## src/hw/rtl/dbhg_pkg.sv

```systemverilog
package dbhg_pkg;

    // Field tags double as parser phases
    typedef enum logic [3:0] {
        PH_PROTO    = 4'd0,
        PH_VERSION  = 4'd1,
        PH_THREAD   = 4'd2,
        PH_AUTH1    = 4'd3,
        PH_FILLER   = 4'd4,
        PH_CAPS_LO  = 4'd5,
        PH_CHARSET  = 4'd6,
        PH_STATUS   = 4'd7,
        PH_CAPS_HI  = 4'd8,
        PH_AUTH_LEN = 4'd9,
        PH_RESERVED = 4'd10,
        PH_AUTH2    = 4'd11,
        PH_PAD      = 4'd12,
        PH_NAME     = 4'd13,
        PH_DONE     = 4'd14
    } t_phase;

    typedef enum logic [1:0] {
        ST_BUSY = 2'd0,
        ST_OK   = 2'd1,
        ST_FAIL = 2'd2
    } t_outcome;

    // Register indexes of the configuration port
    localparam logic [1:0] CFG_PLUGIN_MASK = 2'd0;
    localparam logic [1:0] CFG_SECURE_MASK = 2'd1;
    localparam logic [1:0] CFG_OLD_PROTO   = 2'd2;

    localparam logic [31:0] PLUGIN_MASK_RST = 32'h0008_0000;
    localparam logic [31:0] SECURE_MASK_RST = 32'h0000_8000;
    localparam logic [7:0]  OLD_PROTO_RST   = 8'd9;

    localparam logic [7:0] THREAD_LEN   = 8'd4;
    localparam logic [7:0] PART1_LEN    = 8'd8;
    localparam logic [7:0] RESERVED_LEN = 8'd10;
    localparam logic [7:0] SECURE_LEN   = 8'd12;
    localparam logic [7:0] PLUGIN_PAD   = 8'd13;
    localparam logic [7:0] CNT_MAX      = 8'd255;

    typedef struct packed {
        logic [31:0] plugin_mask;
        logic [31:0] secure_mask;
        logic [7:0]  old_proto;
    } t_cfg;

    typedef struct packed {
        t_phase      phase;
        logic [7:0]  count;
        logic [7:0]  part2_left;
        logic [3:0]  pad_left;
        logic [7:0]  proto;
        logic [31:0] thread;
        logic [31:0] caps;
        logic [7:0]  charset;
        logic [15:0] status;
        logic [7:0]  auth_len;
        t_outcome    outcome;
    } t_state;

    localparam t_state STATE_RST = '{
        phase:      PH_PROTO,
        count:      8'd0,
        part2_left: 8'd0,
        pad_left:   4'd0,
        proto:      8'd0,
        thread:     32'd0,
        caps:       32'd0,
        charset:    8'd0,
        status:     16'd0,
        auth_len:   8'd0,
        outcome:    ST_BUSY
    };

    typedef struct packed {
        logic [3:0]  field_tag;
        logic [7:0]  field_byte_index;
        logic [7:0]  echo_byte;
        logic [1:0]  parse_status;
        logic        message_end;
        logic [7:0]  protocol;
        logic [31:0] thread_word;
        logic [31:0] capabilities;
        logic [7:0]  charset;
        logic [15:0] srv_status;
        logic [7:0]  auth_length;
    } t_result;

endpackage

```

## src/hw/rtl/dbhg_step.sv

```systemverilog
module dbhg_step
    import dbhg_pkg::*;
(
    input  t_state     i_state,
    input  t_cfg       i_cfg,
    input  logic [7:0] i_data_byte,
    input  logic       i_is_last,
    output t_state     o_next_state,
    output t_result    o_result
);

    t_phase     nx_phase;
    logic       fin;
    t_outcome   fin_code;
    logic       plugin;
    logic       secure;
    logic [7:0] len2;
    logic [3:0] pad_init;
    logic [7:0] part2_dec;
    logic [3:0] pad_dec;
    t_state     post;

    assign plugin    = |(i_state.caps & i_cfg.plugin_mask);
    assign secure    = |(i_state.caps & i_cfg.secure_mask);
    assign len2      = (i_state.auth_len > PART1_LEN) ? (i_state.auth_len - PART1_LEN) : 8'd0;
    assign pad_init  = (len2 < PLUGIN_PAD) ? 4'(PLUGIN_PAD - len2) : 4'd0;
    assign part2_dec = (i_state.part2_left != 8'd0) ? (i_state.part2_left - 8'd1) : 8'd0;
    assign pad_dec   = (i_state.pad_left != 4'd0) ? (i_state.pad_left - 4'd1) : 4'd0;

    // next phase
    always_comb begin
        nx_phase = i_state.phase;
        fin      = 1'b0;
        fin_code = ST_OK;
        case (i_state.phase)
            PH_PROTO:    nx_phase = PH_VERSION;
            PH_VERSION:  if (i_data_byte == 8'd0) nx_phase = PH_THREAD;
            PH_THREAD:   if (i_state.count >= THREAD_LEN - 8'd1) nx_phase = PH_AUTH1;
            PH_AUTH1:    if (i_state.count >= PART1_LEN - 8'd1) nx_phase = PH_FILLER;
            PH_FILLER: begin
                if (i_state.proto == i_cfg.old_proto) fin = 1'b1;
                else nx_phase = PH_CAPS_LO;
            end
            PH_CAPS_LO:  if (i_state.count >= 8'd1) nx_phase = PH_CHARSET;
            PH_CHARSET:  nx_phase = PH_STATUS;
            PH_STATUS:   if (i_state.count >= 8'd1) nx_phase = PH_CAPS_HI;
            PH_CAPS_HI:  if (i_state.count >= 8'd1) nx_phase = PH_AUTH_LEN;
            PH_AUTH_LEN: nx_phase = PH_RESERVED;
            PH_RESERVED: begin
                if (i_state.count >= RESERVED_LEN - 8'd1) begin
                    if (plugin) begin
                        if (len2 != 8'd0)          nx_phase = PH_AUTH2;
                        else if (pad_init != 4'd0) nx_phase = PH_PAD;
                        else                       nx_phase = PH_NAME;
                    end else if (secure) begin
                        nx_phase = PH_AUTH2;
                    end else begin
                        fin = 1'b1;
                    end
                end
            end
            PH_AUTH2: begin
                if (part2_dec == 8'd0) begin
                    if (i_state.pad_left != 4'd0) nx_phase = PH_PAD;
                    else if (plugin)              nx_phase = PH_NAME;
                    else                          fin = 1'b1;
                end
            end
            PH_PAD: begin
                if (pad_dec == 4'd0) begin
                    if (plugin) nx_phase = PH_NAME;
                    else        fin = 1'b1;
                end
            end
            PH_NAME: begin
                if (i_data_byte == 8'd0) begin
                    fin      = 1'b1;
                    fin_code = (i_state.auth_len < PART1_LEN) ? ST_FAIL : ST_OK;
                end
            end
            default: nx_phase = PH_DONE;
        endcase
        if (fin) nx_phase = PH_DONE;
    end

    // field registers, counters and result
    always_comb begin
        post       = i_state;
        post.phase = nx_phase;
        case (i_state.phase)
            PH_PROTO: post.proto = i_data_byte;
            PH_THREAD: begin
                case (i_state.count[1:0])
                    2'd0:    post.thread[7:0]   = i_data_byte;
                    2'd1:    post.thread[15:8]  = i_data_byte;
                    2'd2:    post.thread[23:16] = i_data_byte;
                    default: post.thread[31:24] = i_data_byte;
                endcase
            end
            PH_CAPS_LO: begin
                if (i_state.count[0]) post.caps[15:8] = i_data_byte;
                else                  post.caps[7:0]  = i_data_byte;
            end
            PH_CHARSET: post.charset = i_data_byte;
            PH_STATUS: begin
                if (i_state.count[0]) post.status[15:8] = i_data_byte;
                else                  post.status[7:0]  = i_data_byte;
            end
            PH_CAPS_HI: begin
                if (i_state.count[0]) post.caps[31:24] = i_data_byte;
                else                  post.caps[23:16] = i_data_byte;
            end
            PH_AUTH_LEN: post.auth_len = i_data_byte;
            PH_RESERVED: begin
                if (i_state.count >= RESERVED_LEN - 8'd1) begin
                    if (plugin) begin
                        post.part2_left = len2;
                        post.pad_left   = pad_init;
                    end else if (secure) begin
                        post.part2_left = SECURE_LEN;
                        post.pad_left   = 4'd1;
                    end
                end
            end
            PH_AUTH2: post.part2_left = part2_dec;
            PH_PAD:   post.pad_left   = pad_dec;
            default:  post.phase      = nx_phase;
        endcase

        if (fin) post.outcome = fin_code;

        // a finish keeps counting from where the field stood
        if ((nx_phase != i_state.phase) && !fin) post.count = 8'd0;
        else if (i_state.count != CNT_MAX)       post.count = i_state.count + 8'd1;

        if (i_is_last && (post.phase != PH_DONE)) begin
            post.phase = PH_DONE;
            // cut right after caps low is a valid short greeting
            if ((nx_phase == PH_CHARSET) && (post.count == 8'd0)) post.outcome = ST_OK;
            else                                                  post.outcome = ST_FAIL;
        end

        o_result.field_tag        = (i_state.phase > PH_DONE) ? PH_DONE : i_state.phase;
        o_result.field_byte_index = i_state.count;
        o_result.echo_byte        = i_data_byte;
        o_result.parse_status     = post.outcome;
        o_result.message_end      = i_is_last;
        o_result.protocol         = post.proto;
        o_result.thread_word      = post.thread;
        o_result.capabilities     = post.caps;
        o_result.charset          = post.charset;
        o_result.srv_status       = post.status;
        o_result.auth_length      = post.auth_len;

        o_next_state = i_is_last ? STATE_RST : post;
    end

endmodule

```

## src/hw/rtl/db_handshake_greeting_parser.sv

```systemverilog
// Each accepted byte's result lands in the output register. Throughput is
// one byte per cycle unless the receiver stalls; the field state advances in
// the same cycle the byte is taken; the output frees as its result is taken.
// Reset (synchronous, active low): parser back at the protocol field, all
// gathered fields zero, config registers at defaults, no result pending.
module db_handshake_greeting_parser
    import dbhg_pkg::*;
(
    input  logic        i_clk,
    input  logic        i_rst_n,
    // input byte stream
    input  logic        i_in_valid,
    output logic        o_in_ready,
    input  logic [7:0]  i_data_byte,
    input  logic        i_is_last,
    // result stream
    output logic        o_out_valid,
    input  logic        i_out_ready,
    output logic [3:0]  o_field_tag,
    output logic [7:0]  o_field_byte_index,
    output logic [7:0]  o_echo_byte,
    output logic [1:0]  o_parse_status,
    output logic        o_message_end,
    output logic [7:0]  o_protocol_out,
    output logic [31:0] o_thread_word_out,
    output logic [31:0] o_capabilities_out,
    output logic [7:0]  o_charset_out,
    output logic [15:0] o_srv_status_out,
    output logic [7:0]  o_auth_length_out,
    // configuration writes
    input  logic        i_cfg_valid,
    output logic        o_cfg_ready,
    input  logic [1:0]  i_cfg_index,
    input  logic [31:0] i_cfg_data
);

    t_cfg    r_cfg;
    t_state  r_state;
    t_state  n_state;
    t_result r_result;
    t_result n_result;
    logic    r_out_valid;
    logic    in_acc;

    // Output register: a new byte is taken whenever the slot is empty or
    // its result leaves in the same cycle.
    assign o_in_ready  = !r_out_valid || i_out_ready;
    assign in_acc      = i_in_valid && o_in_ready;
    assign o_cfg_ready = 1'b1;

    // Config registers; an index past the list is dropped.
    always_ff @(posedge i_clk) begin
        if (!i_rst_n) begin
            r_cfg.plugin_mask <= PLUGIN_MASK_RST;
            r_cfg.secure_mask <= SECURE_MASK_RST;
            r_cfg.old_proto   <= OLD_PROTO_RST;
        end else if (i_cfg_valid) begin
            case (i_cfg_index)
                CFG_PLUGIN_MASK: r_cfg.plugin_mask <= i_cfg_data;
                CFG_SECURE_MASK: r_cfg.secure_mask <= i_cfg_data;
                CFG_OLD_PROTO:   r_cfg.old_proto   <= i_cfg_data[7:0];
                default:         r_cfg.old_proto   <= r_cfg.old_proto;
            endcase
        end
    end

    // Per-byte field logic: tags the byte, updates gathered fields,
    // and re-arms on the last byte of a message.
    dbhg_step u_step (
        .i_state      (r_state),
        .i_cfg        (r_cfg),
        .i_data_byte  (i_data_byte),
        .i_is_last    (i_is_last),
        .o_next_state (n_state),
        .o_result     (n_result)
    );

    always_ff @(posedge i_clk) begin
        if (!i_rst_n) begin
            r_state     <= STATE_RST;
            r_out_valid <= 1'b0;
        end else begin
            if (in_acc) begin
                r_state     <= n_state;
                r_out_valid <= 1'b1;
            end else if (i_out_ready) begin
                r_out_valid <= 1'b0;
            end
        end
    end

    // payload only, no reset needed
    always_ff @(posedge i_clk) begin
        if (in_acc) begin
            r_result <= n_result;
        end
    end

    assign o_out_valid         = r_out_valid;
    assign o_field_tag         = r_result.field_tag;
    assign o_field_byte_index  = r_result.field_byte_index;
    assign o_echo_byte         = r_result.echo_byte;
    assign o_parse_status      = r_result.parse_status;
    assign o_message_end       = r_result.message_end;
    assign o_protocol_out      = r_result.protocol;
    assign o_thread_word_out   = r_result.thread_word;
    assign o_capabilities_out  = r_result.capabilities;
    assign o_charset_out       = r_result.charset;
    assign o_srv_status_out    = r_result.srv_status;
    assign o_auth_length_out   = r_result.auth_length;

    // last byte of a message always re-arms the parser
    a_rearm: assert property (@(posedge i_clk) disable iff (!i_rst_n)
        (in_acc && i_is_last) |=> (r_state.phase == PH_PROTO) && (r_state.outcome == ST_BUSY))
        else $error("parser not re-armed after last byte");

    // a completed parse always carries a verdict
    a_done_verdict: assert property (@(posedge i_clk) disable iff (!i_rst_n)
        (r_state.phase == PH_DONE) |-> (r_state.outcome != ST_BUSY))
        else $error("done phase without outcome");

    // a verdict only exists once the parse is complete
    a_verdict_done: assert property (@(posedge i_clk) disable iff (!i_rst_n)
        (r_state.outcome != ST_BUSY) |-> (r_state.phase == PH_DONE))
        else $error("outcome set while still parsing");

    // bytes after completion are tagged as trailing
    a_trailing: assert property (@(posedge i_clk) disable iff (!i_rst_n)
        (in_acc && (r_state.phase == PH_DONE)) |=> (o_field_tag == PH_DONE))
        else $error("trailing byte mis-tagged");

    // every accepted byte yields a result next cycle
    a_result: assert property (@(posedge i_clk) disable iff (!i_rst_n)
        in_acc |=> o_out_valid)
        else $error("accepted byte produced no result");

endmodule

```

## config.mk

```make
export PLATFORM = sky130hd
export DESIGN_NAME = db_handshake_greeting_parser
export DESIGN_NICKNAME = d
export VERILOG_FILES = /design/src/hw/rtl/dbhg_pkg.sv /design/src/hw/rtl/dbhg_step.sv /design/src/hw/rtl/db_handshake_greeting_parser.sv
export SDC_FILE = /design/constraint.sdc
export NUM_CORES = 1
export LEC_CHECK = 0
export BUFFER_PORTS_ARGS = -buffer_cell sky130_fd_sc_hd__buf_2
export CAP_MARGIN = 20
export CORE_AREA = 2 2 154 156
export DETAILED_ROUTE_END_ITERATION = 10
export DIE_AREA = 0 0 156 158
export PLACE_DENSITY = 0.85
export SLEW_MARGIN = 10
export SYNTH_ARGS = -nofsm -noshare
export SYNTH_HDL_FRONTEND = slang
export SYNTH_SLANG_ARGS = --single-unit
```

## constraint.sdc

```tcl
create_clock -name i_clk -period 9.5 [get_ports i_clk]
set_clock_uncertainty 0.05 [all_clocks]
set_input_delay 0 -clock i_clk [delete_from_list [all_inputs] [get_ports i_clk]]
set_output_delay 0 -clock i_clk [all_outputs]
set_load 0.05 [all_outputs]
```

-- Word level (Yosys, flattened, before mapping)
Cells that the tools add are included.
- register bits after elaboration: 330
- logic and storage cells: 160
- $add $sub $neg: 5
- magnitude comparators: 8
- equal/unequal tests: 24
- mux-type cells: 66
- bitwise logic cells: 2
- reduce and logical (&&, ||, !) cells: 29
- operators by type and width (kind ; number):
    8-bit two-way mux ; 17
    130-bit two-way mux ; 1
    4-bit two-way mux ; 19
    32-bit bitwise AND ; 2
    32-bit OR reduction ; 2
    4-bit case mux with 14 select lines ; 1
    16-bit two-way mux ; 3
    12-bit two-way mux ; 3
    32-bit two-way mux ; 1
    4-bit equality test, second input constant ; 6
    8-bit zero test ; 3
    4-bit by 3-bit equality test with 1-bit output, second input constant ; 5
    8-bit by 4-bit less-than comparator with 1-bit output, second input constant ; 2
    8-bit case mux with 2 select lines ; 1
    8-bit nonzero test ; 2
    1-bit two-way mux ; 12
    2-bit two-way mux ; 6
    8-bit by 1-bit adder with 8-bit output, second input constant ; 1
    4-bit by 2-bit equality test with 1-bit output, second input constant ; 2
    8-bit equality test ; 1
    8-bit by 1-bit greater-or-equal comparator with 1-bit output, second input constant ; 1
    8-bit by 2-bit greater-or-equal comparator with 1-bit output, second input constant ; 1
    8-bit by 3-bit greater-or-equal comparator with 1-bit output, second input constant ; 1
    8-bit by 4-bit greater-or-equal comparator with 1-bit output, second input constant ; 1
    27 further kinds ; 40

-- Longest topological paths before layout
Gate-level depths: netlist (run 1).
- depth after elaboration: 19
- mapped depth: 13
- mapped depth without buffers: 12

-- Hierarchy
From an unflattened synthesis (run 1), not the netlist that was laid out.
- cell total of the unflattened synthesis: 1580
- area, all modules: 15667.5 sq um
- modules (own cells, without submodules) (module ; times used ; cells each ; area each (sq um) ; sequential area each (sq um)):
    db_handshake_greeting_parser ; 1 ; 975 ; 11458.5 ; 7877.6
    dbhg_step ; 1 ; 605 ; 4209.0 ; 0.0

-- Least setup slack after synthesis (run 1)
Ideal clock, no wire load.
- kind: reg2reg
- start point: register r_out_valid, in the netlist o_out_valid
- end point: register r_state[124] in the netlist's numbering
- setup time: 0.226 ns
- arrival time: 5.241 ns
- required time: 9.224 ns
- path slack: 3.983 ns
- stages on the path, launching flop included: 8
- path buffers: 1
- cells stage by stage: dfxtp_1 nand2b_1 nand2_1 buf_4 clkinv_1 and3_1 o21ai_0 a21oi_1
- cells in the longest elaborated chain, start to end: 3
- RTL lines (what ; line ; text):
    start, declared ; db_handshake_greeting_parser.sv:42 ; logic r_out_valid;
    start signal, assigned ; db_handshake_greeting_parser.sv:81 ; r_out_valid <= 1'b0;
    start signal, assigned ; db_handshake_greeting_parser.sv:85 ; r_out_valid <= 1'b1;
    start signal, assigned ; db_handshake_greeting_parser.sv:87 ; r_out_valid <= 1'b0;
    1-bit zero test ; db_handshake_greeting_parser.sv:47 ; assign o_in_ready = !r_out_valid || i_out_ready;
    1-bit logical OR ; db_handshake_greeting_parser.sv:47 ;
    named net o_in_ready ; db_handshake_greeting_parser.sv:13 ; output logic o_in_ready,
    1-bit logical AND ; db_handshake_greeting_parser.sv:48 ; assign in_acc = i_in_valid && o_in_ready;
    named net in_acc ; db_handshake_greeting_parser.sv:43 ; logic in_acc;
    end signal, assigned ; db_handshake_greeting_parser.sv:84 ; r_state <= n_state;
    end, declared ; db_handshake_greeting_parser.sv:38 ; t_state r_state;
The timed path passes the listed nets, and every way through them passes these cells.
A chain may end at the register's enable or synchronous reset.

-- Worst setup path after layout (run 1)
- start point: register r_state[118] in the netlist's numbering
- end point: register r_state[120] in the netlist's numbering
- cells in the longest elaborated chain, start to end: 8
- elaborated cells between the ends (all ways): 22
- classes of those cells: add/sub (1); order compare (4); eq/ne (2); mux (13); reduce/logical (2)
- RTL lines (what ; line ; text):
    8-bit by 4-bit greater-or-equal comparator with 1-bit output (tied with other cells) ; dbhg_step.sv:50 ; if (i_state.count >= RESERVED_LEN - 8'd1) begin
    4-bit two-way mux (tied with other cells) ; dbhg_step.sv:50 ;
    4-bit case mux with 14 select lines or 1-bit case mux with 5 select lines (tied branches) ; dbhg_step.sv:35 ; case (i_state.phase)
    4-bit two-way mux ; dbhg_step.sv:83 ; if (fin) nx_phase = PH_DONE;
    4-bit != test ; dbhg_step.sv:133 ; if ((nx_phase != i_state.phase) && !fin) post.count = 8'd0;
    1-bit logical AND ; dbhg_step.sv:133 ;
    8-bit two-way mux (*) ; dbhg_step.sv:133 ;
    130-bit two-way mux (*) ; dbhg_step.sv:155 ; o_next_state = i_is_last ? STATE_RST : post;
Mark *: on every way between the ends. The rest lies on a longest branch, timed or not.

==> run summary, run 1 <==
Yosys reg bits - 330
min-delay src - i_cfg_index[1]
diode count - 0
CTS tree - done
Slowest Stage Delay on Critical Path - 510 ps
Critical Path Start - r_state[118]
RR Startpoint - r_state[118]
most frequent cells in the layout - dfxtp_1 (203), buf_2 (176), nand2_1 (170)
setup slack after layout - 5820 ps
GP Congestion - 0.892
max_slew headroom - 26.6%
drt wl/cell - 21.6 um
CP cell instances - inv_1 > ha_1 > or3b_2 > a21oi_1 > nor2_1 > a21bo_1 > a2111oi_4 > mux2i_1 > a2111o_1 > o22ai_4 > nand4_4 > o32ai_2
Post-Syn Instances - 1,310
clock root buffer - clkbuf_16
vias in the first global route - 10,800
Core Area - 23,100 sq um
share of cells above drive strength 1 - 23.9%
maximum fanout along the worst path - 12
initial antenna violation count - 0
Post-CTS Setup Inserts - 0
PD cells - 188 nW/um^2
Final #Nets - 1,554
die height - 158 um
CP arrival - 4050 ps
post-synth cell types - 70
sequential share of the synthesized area - 54.9%
syn nets - 1,368
CTS HTree Levels - 2
vias after detailed routing - 11,200
Least-Margin Pin Slew - 1100 ps
Setup crit start kind - flop
number of synthesis warnings - 0
HP Class - in2reg
CP bufs+invs - 1
clock tree buffer depth - 3
fin crit share - 38.7%
ys async rst share - 0%
post-route setup TNS - 0 ps
1st-iter DRT viols - 1,060
grt ovf - 0
status - completed
Max VDD drop - 0.132 mV
Final Hold Fails - 0
clock-pin slew on the worst setup and hold paths - 60 ps
CP endpoint kind - flop
drt total wl - 39,100 um
CTS sink cnt - 330
Post-synth EDFFs - 127
global-route wire length before repair - 59,900 um
most common cell after layout, fill and taps aside - dfxtp_1
CP Class - reg2reg
Global Route Usage Sum - 31.2%
worst slack, placed - 5840 ps
TritonCTS buffer count - 34
clk_lat worst skew - 530 ps
R2R Setup Slk - 5820 ps
Final ANT Viol Nets - 0
Design Area, Final - 17,000 sq um
port bufs - 176
overall power - 3.20 mW
ports placed on the boundary - 178
Area growth syn-to-layout - 18.3%
initial core utilization - 62.2%
Die Area - 24,600 sq um
row cnt - 56
Mapped Area - 14,300 sq um
drt via density - 6.18
RSZ-0062 raised after global routing - false
Mean Syn Cell Area - 10.9 sq um
residual DRC count - 0
Core Util, Final - 73.6%
count of pins over their slew limit - 0
minimum clock period after layout - 3680 ps
Critical Path RT - 9880 ps
largest net degree at the start of global routing - 105
cell area after placement - 15,300 sq um
max_cap viols - 0
Detailed Place HPWL - 23,900 um
FMAX - 272 MHz
leakage - 6.41 nW
main flop type after synthesis - dfxtp_1
Die Width - 156 um
drt pass-1 iters - 5
crit-path leading delay family - compound AO/OA/AOI/OAI gates
final setup fails - 0
Max stage delay cell, worst path - or3b_2
[worst reg2reg max path, cell delays in order (launching register included)]
cell and delay [ps]:
dfxtp_1 430, inv_1 150, ha_1 180, or3b_2 510
a21oi_1 320, nor2_1 110, a21bo_1 230, a2111oi_4 380
mux2i_1 120, a2111o_1 460, o22ai_4 260, nand4_4 150
o32ai_2 240
[cell usage after synthesis, types with 17 or more instances]
master    number  share of area (%)
a21boi_0      70                3.7
a21oi_1       21               0.73
a22oi_1      145                7.6
clkbuf_1      76                2.0
dfxtp_1      203                 28
edfxtp_1     127                 27
mux2_2       102                8.0
nand2_1      171                4.5
nand3_1       22               0.77
nor2_1        31               0.81
nor2b_1      127                5.5
nor3_1        17               0.59
[power by group]
| group | internal (mW) | leakage (nW) | total (mW) | switching [mW] |
|---|---|---|---|---|
| Combinational | 0.0724 | 2.92 | 0.280 | 0.208 |
| Sequential | 1.51 | 2.92 | 1.53 | 0.0177 |
| Clock | 0.833 | 0.574 | 1.39 | 0.558 |
| Total | 2.41 | 6.41 | 3.20 | 0.783 |
[worst paths after layout]
kind | to | cells past startpoint
min reg2reg | r_cfg[57] | 2
max | r_state[120] | 12
min | r_cfg[67] | 5
max reg2reg | r_state[120] | 12
[what timing repair did]
action                     CTS  global route
gates resized for setup      0             0
setup endpoints to repair    0             0
hold endpoints to repair    83             0
hold buffers                51             0
[area by class of cell]
class / count / area, sq um
Fill cell: 1522 / 6090
Clock inverter: 13 / 186
Clock buffer: 49 / 978
Timing Repair Buffer: 239 / 1480
Tap cell: 290 / 363
Sequential cell: 330 / 7880
Inverter: 17 / 66.3
Multi-Input combinational cell: 874 / 6010
[logic make-up (layout without fill, tap and decap cells)]
family	Yosys count	after routing	synth area share, %
xor gates and xnor gates	18	18	1.10
DFF	330	330	54.9
AOI/OAI and AO/OA	294	294	15.2
other	1	1	0.0262
adders and majority gates	10	10	0.873
buffers and inverters	106	318	3.25
and+or+nand+nor	434	434	15.5
muxes	117	117	9.06
[per-layer routing]
metal / part of all wire (%) / routed length [um] / track usage [%]
met1: 41 / 16100 / 40.9
met2: 48 / 18900 / 51.9
met3: 6.3 / 2480 / 5.23
met4: 4.0 / 1550 / 12.7
met5: 0 / 0 / 0
[state kept, by name (all words and copies together) (netlist names), 2 cells and up]
| signal | flops |
|---|---|
| r_state | 130 |
| r_cfg | 72 |
| o_capabilities_out | 32 |
| o_thread_word_out | 32 |
| o_srv_status_out | 16 |
| o_auth_length_out | 8 |
| o_charset_out | 8 |
| o_echo_byte | 8 |
| o_field_byte_index | 8 |
| o_protocol_out | 8 |
| o_field_tag | 4 |
| o_parse_status | 2 |
[through the flow]
step / hold WS (ps) / std cells
global route: 97.7 / 1812
CTS: 36.7 / 1812
finish: 56.7 / 1812
detailed placement: 213 / 1699
global placement: 209 / 1698
floorplan: 48.9 / 1310
No activity file was read; power rests on OpenSTA's default activity.
==> run 2, diff against run 1 <==
- CORE_AREA: 2 2 154 156 -> 2 2 170 172
- DIE_AREA: 0 0 156 158 -> 0 0 172 174
- PLACE_DENSITY: 0.85 -> 0.74
- clock period: 9.5 -> 3.1 ns (I/O delays scaled with it)
==> run summary, run 2 (synthesis gave the netlist of run 1 again) <==
CP cell instances - or4_4 > buf_6 > o31a_1 > o21ai_2 > o2111ai_2 > a2111oi_4 > mux2i_1 > a2111o_1 > o22ai_4 > buf_4 > a21oi_1 > nor3b_1
crit-path leading delay family - compound AO/OA/AOI/OAI gates
Slowest Stage Delay on Critical Path - 540 ps
port bufs - 176
drt pass-1 iters - 5
Max stage delay cell, worst path - or4_4
CP endpoint kind - flop
initial core utilization - 50.8%
global-route wire length before repair - 60,300 um
clock tree buffer depth - 3
largest net degree at the start of global routing - 167
GP Congestion - 0.896
minimum clock period after layout - 3060 ps
HP Class - in2reg
PD cells - 548 nW/um^2
Detailed Place HPWL - 26,900 um
internal power - 7.30 mW
max_slew headroom - 49.5%
post-route setup TNS - 0 ps
fill cell count - 2,317
final std cells w/o fill - 1,972
CP bufs+invs - 2
status - completed
die height - 174 um
Area growth syn-to-layout - 23.4%
Global Route Usage Sum - 26.1%
Clk network pwr share - 42.6%
Core Area - 28,200 sq um
CTS sink cnt - 330
max reg flops - 130
share of cells above drive strength 1 - 28.3%
sequential share of power - 48.3%
row cnt - 62
Die Area - 29,900 sq um
clock root buffer - clkbuf_16
Net Sw Power - 2.39 mW
Die Width - 172 um
setup slack after layout - 39.8 ps
leakage - 6.80 nW
clk_lat worst skew - 520 ps
RSZ-0062 raised after global routing - true
ports placed on the boundary - 178
CTS tree - done
count of pins over their slew limit - 0
CP arrival - 3450 ps
Final ANT Viol Nets - 0
FMAX - 327 MHz
Final #Nets - 1,621
vias after detailed routing - 11,300
max_cap viols - 0
vias in the first global route - 10,700
grt ovf - 0
Least-Margin Pin Slew - 758 ps
fin crit share - 98.7%
flip-flop and latch area - 7880 sq um
initial antenna violation count - 0
Critical Path RT - 3490 ps
drt wl/cell - 20.5 um
drt via density - 5.72
Most flops, register - r_state
maximum fanout along the worst path - 8
CP Class - reg2reg
Final Hold Fails - 0
clock-pin slew on the worst setup and hold paths - 60 ps
Max VDD drop - 0.441 mV
CTS HTree Levels - 2
Setup crit start kind - flop
residual DRC count - 0
most frequent cells in the layout - dfxtp_1 (198), buf_2 (175), nand2_1 (170)
diode count - 0
1st-iter DRT viols - 1,168
Largest regs - r_state (130), r_cfg (72)
worst slack, placed - -23.3 ps
Inst Count DP - 1,860
Logic pwr share - 9.1%
Multi-input gate area - 6070 sq um
TritonCTS buffer count - 35
final setup fails - 0
most common cell after layout, fill and taps aside - dfxtp_1
drt total wl - 40,400 um
sw frac - 24.7%
-- run 2: worst paths after layout --
path / cells past startpoint / slack (ps) / start / endpoint
hold / removal: 2 / 30 / i_data_byte[4] / o_echo_byte[4]
setup / recovery: 12 / 40 / r_state[125] / r_state[122]
setup reg to reg: 12 / 40 / r_state[125] / r_state[122]
hold reg to reg: 2 / 420 / r_cfg[52] / r_cfg[52]
-- run 2: repair_timing --
action                                  4_1_cts  5_1_grt
pin swaps                                     1        4
endpoints found under the setup margin        1        8
setup buffers                                 0        4
hold endpoints to repair                    105        0
hold buffers                                 46        0
gates resized for setup                       0       18
-- run 2: metal layers --
layer  up-vias  share of wire [%]  global-route usage [%]
li1       5259                  -                       -
met5         -                  0                       0
met3       103                6.3                    3.87
met2       467                 49                    44.2
met4         0                3.9                    9.87
met1      5454                 41                    33.8
-- run 2: power by group through the flow --
stage               sequential (mW)  combinational, mW  clock (mW)
floorplan                      5.04              0.286           0
global placement               4.77              0.826           0
detailed placement             4.77              0.834           0
CTS                            4.68              0.881        4.19
global route                   4.69              0.930        4.34
finish                         4.68              0.885        4.13
-- run 2: cell type report --
| class | count | area share [%] |
|---|---|---|
| tap | 384 | 2.72 |
| inverter | 17 | 0.389 |
| clock buffer | 48 | 5.64 |
| multi-input combinational | 874 | 34.3 |
| sequential | 330 | 44.6 |
| timing repair buffer | 305 | 11.6 |
| clock inverter | 14 | 0.771 |
-- run 2: worst register-to-register path: stages, from the launching register on --
cell,delay [ps]
dfxtp_2,320
or4_4,540
buf_6,150
o31a_1,280
o21ai_2,120
o2111ai_2,150
a2111oi_4,280
mux2i_1,120
a2111o_1,330
o22ai_4,240
buf_4,170
a21oi_1,50
nor3b_1,180
-- run 2: through the flow --
step	util (%)	instance area, sq um	hold WS (ps)	power, mW
floorplan	-	14300	48.9	5.33
global placement	56.7	16000	194	5.60
detailed placement	56.7	16000	201	5.60
CTS	62.3	17600	12.5	9.75
global route	62.7	17700	20.9	9.96
finish	62.7	17700	34.4	9.70
==> run 3, diff against run 2 <==
--- a/constraint.sdc
+++ b/constraint.sdc
@@ -4,2 +4,2 @@
 set_output_delay 0 -clock i_clk [all_outputs]
-set_load 0.05 [all_outputs]
+set_load 0.01 [all_outputs]
==> run summary, run 3 (synthesis gave the netlist of run 1 again) <==
status - finished with violations
failing checks - setup timing
drt via density - 5.66
sw frac - 22.6%
share of cells above drive strength 1 - 29.6%
final setup fails - 1
HP Class - in2reg
largest net degree at the start of global routing - 98
most frequent cells in the layout - dfxtp_1 (199), buf_2 (175), nand2_1 (170)
max_slew headroom - 40.7%
Inst Count DP - 1,879
Critical Path Start - r_state[124]
CTS sink cnt - 330
clock tree buffer depth - 3
Core Area - 28,200 sq um
Global Route Usage Sum - 26.5%
most common cell after layout, fill and taps aside - dfxtp_1
Area growth syn-to-layout - 23.9%
diode count - 0
max_cap viols - 0
port bufs - 176
drt wl/cell - 20.5 um
CP Class - reg2reg
fill cell count - 2,286
clk_lat worst skew - 510 ps
RSZ-0062 raised after global routing - true
Clk network pwr share - 42.9%
Die Width - 172 um
Final ANT Viol Nets - 0
maximum fanout along the worst path - 6
drt pass-1 iters - 5
clock root buffer - clkbuf_16
ports placed on the boundary - 178
Die Area - 29,900 sq um
Most flops, register - r_state
initial antenna violation count - 0
drt total wl - 40,600 um
row cnt - 62
GP Congestion - 0.886
R2R Setup Slk - -6 ps
Hold Path Sink - o_echo_byte[3]
internal power - 7.22 mW
1st-iter DRT viols - 1,140
Largest regs - r_state (130), r_cfg (72)
global-route wire length before repair - 61,000 um
RR Startpoint - r_state[124]
die height - 174 um
Final Hold Fails - 0
count of pins over their slew limit - 0
worst hold slack - 23.1 ps
fin crit share - 100%
min-delay src - i_data_byte[3]
max reg flops - 130
leakage - 6.84 nW
vias after detailed routing - 11,200
residual DRC count - 0
initial core utilization - 50.8%
final std cells w/o fill - 1,984
Hold Crit Depth - 2
Setup crit start kind - flop
Least-Margin Pin Slew - 890 ps
PD cells - 525 nW/um^2
TritonCTS buffer count - 34
setup slack after layout - -5.79 ps
Detailed Place HPWL - 26,900 um
Max VDD drop - 0.481 mV
clock-pin slew on the worst setup and hold paths - 60 ps
CTS tree - done
Net Sw Power - 2.11 mW
CTS HTree Levels - 2
Final #Nets - 1,635
Crit Reg-Reg Endpoint - r_state[120]
sequential share of power - 50.1%
grt ovf - 0
CP endpoint kind - flop
FMAX - 322 MHz
Logic pwr share - 7.0%
Reg2Reg Depth - 12
minimum clock period after layout - 3110 ps
CP arrival - 3470 ps
Critical Path RT - 3460 ps
vias in the first global route - 10,800
==> run 3: final cells by class <==
| class | count | area [sq um] | share of cell area (%) |
|---|---|---|---|
| Multi-Input combinational cell | 874 | 6110 | 34.4 |
| Clock inverter | 11 | 115 | 0.648 |
| Timing Repair Buffer | 320 | 2130 | 12.0 |
| Tap cell | 384 | 480 | 2.71 |
| Sequential cell | 330 | 7880 | 44.4 |
| Inverter | 17 | 66.3 | 0.373 |
| Clock buffer | 48 | 973 | 5.48 |
==> run 3: timing repair <==
item	in CTS	in global routing
hold endpoints to repair	81	0
pin swaps	5	9
hold buffers	42	0
setup endpoints to repair	7	9
gates resized for setup	7	18
setup buffers	3	1
==> run 3: layer usage <==
layer,global-route usage [%],vias up,routed length (um)
met5,0,-,0
met4,8.72,0,1290
met3,3.19,79,2410
met2,45.1,408,20000
met1,35.2,5460,16900
li1,-,5274,-
==> run 3: power groups by stage <==
| stage | clock network [mW] | registers [mW] | logic (mW) |
|---|---|---|---|
| floorplan | 0 | 4.80 | 0.282 |
| global placement | 0 | 4.76 | 0.590 |
| detailed placement | 0 | 4.77 | 0.598 |
| CTS | 4.05 | 4.67 | 0.646 |
| global route | 4.21 | 4.68 | 0.694 |
| finish | 4.00 | 4.67 | 0.651 |
==> run 3: critical path: stages (launching register included) <==
cell       delay, ps
dfxtp_2          320
or4_4            550
buf_6            150
o31a_1           280
o21ai_2          150
o2111ai_2        160
a2111oi_4        250
mux2i_1          120
a2111o_1         330
o22ai_4          140
buf_12           150
nand4_4          120
o32ai_2          230
==> run 3: worst max-delay path by stage <==
stage                         to  cells after the start
finish              r_state[120]                     12
CTS                 r_state[120]                     12
global placement    r_state[122]                     12
global route        r_state[120]                     13
floorplan           r_state[120]                     10
detailed placement  r_state[120]                     11
==> run 3: through the flow <==
step                TNS (ps)  util [%]  setup slack [ps]  power, mW  instance area, sq um
floorplan                  0         -              2.98       5.08                 14400
global placement        -110      57.0             -58.6       5.35                 16100
detailed placement      -314      57.0              -127       5.36                 16100
CTS                     -133      62.6             -46.9       9.37                 17700
global route            -632      62.9              -151       9.59                 17800
finish                 -5.79      62.9             -5.79       9.33                 17800
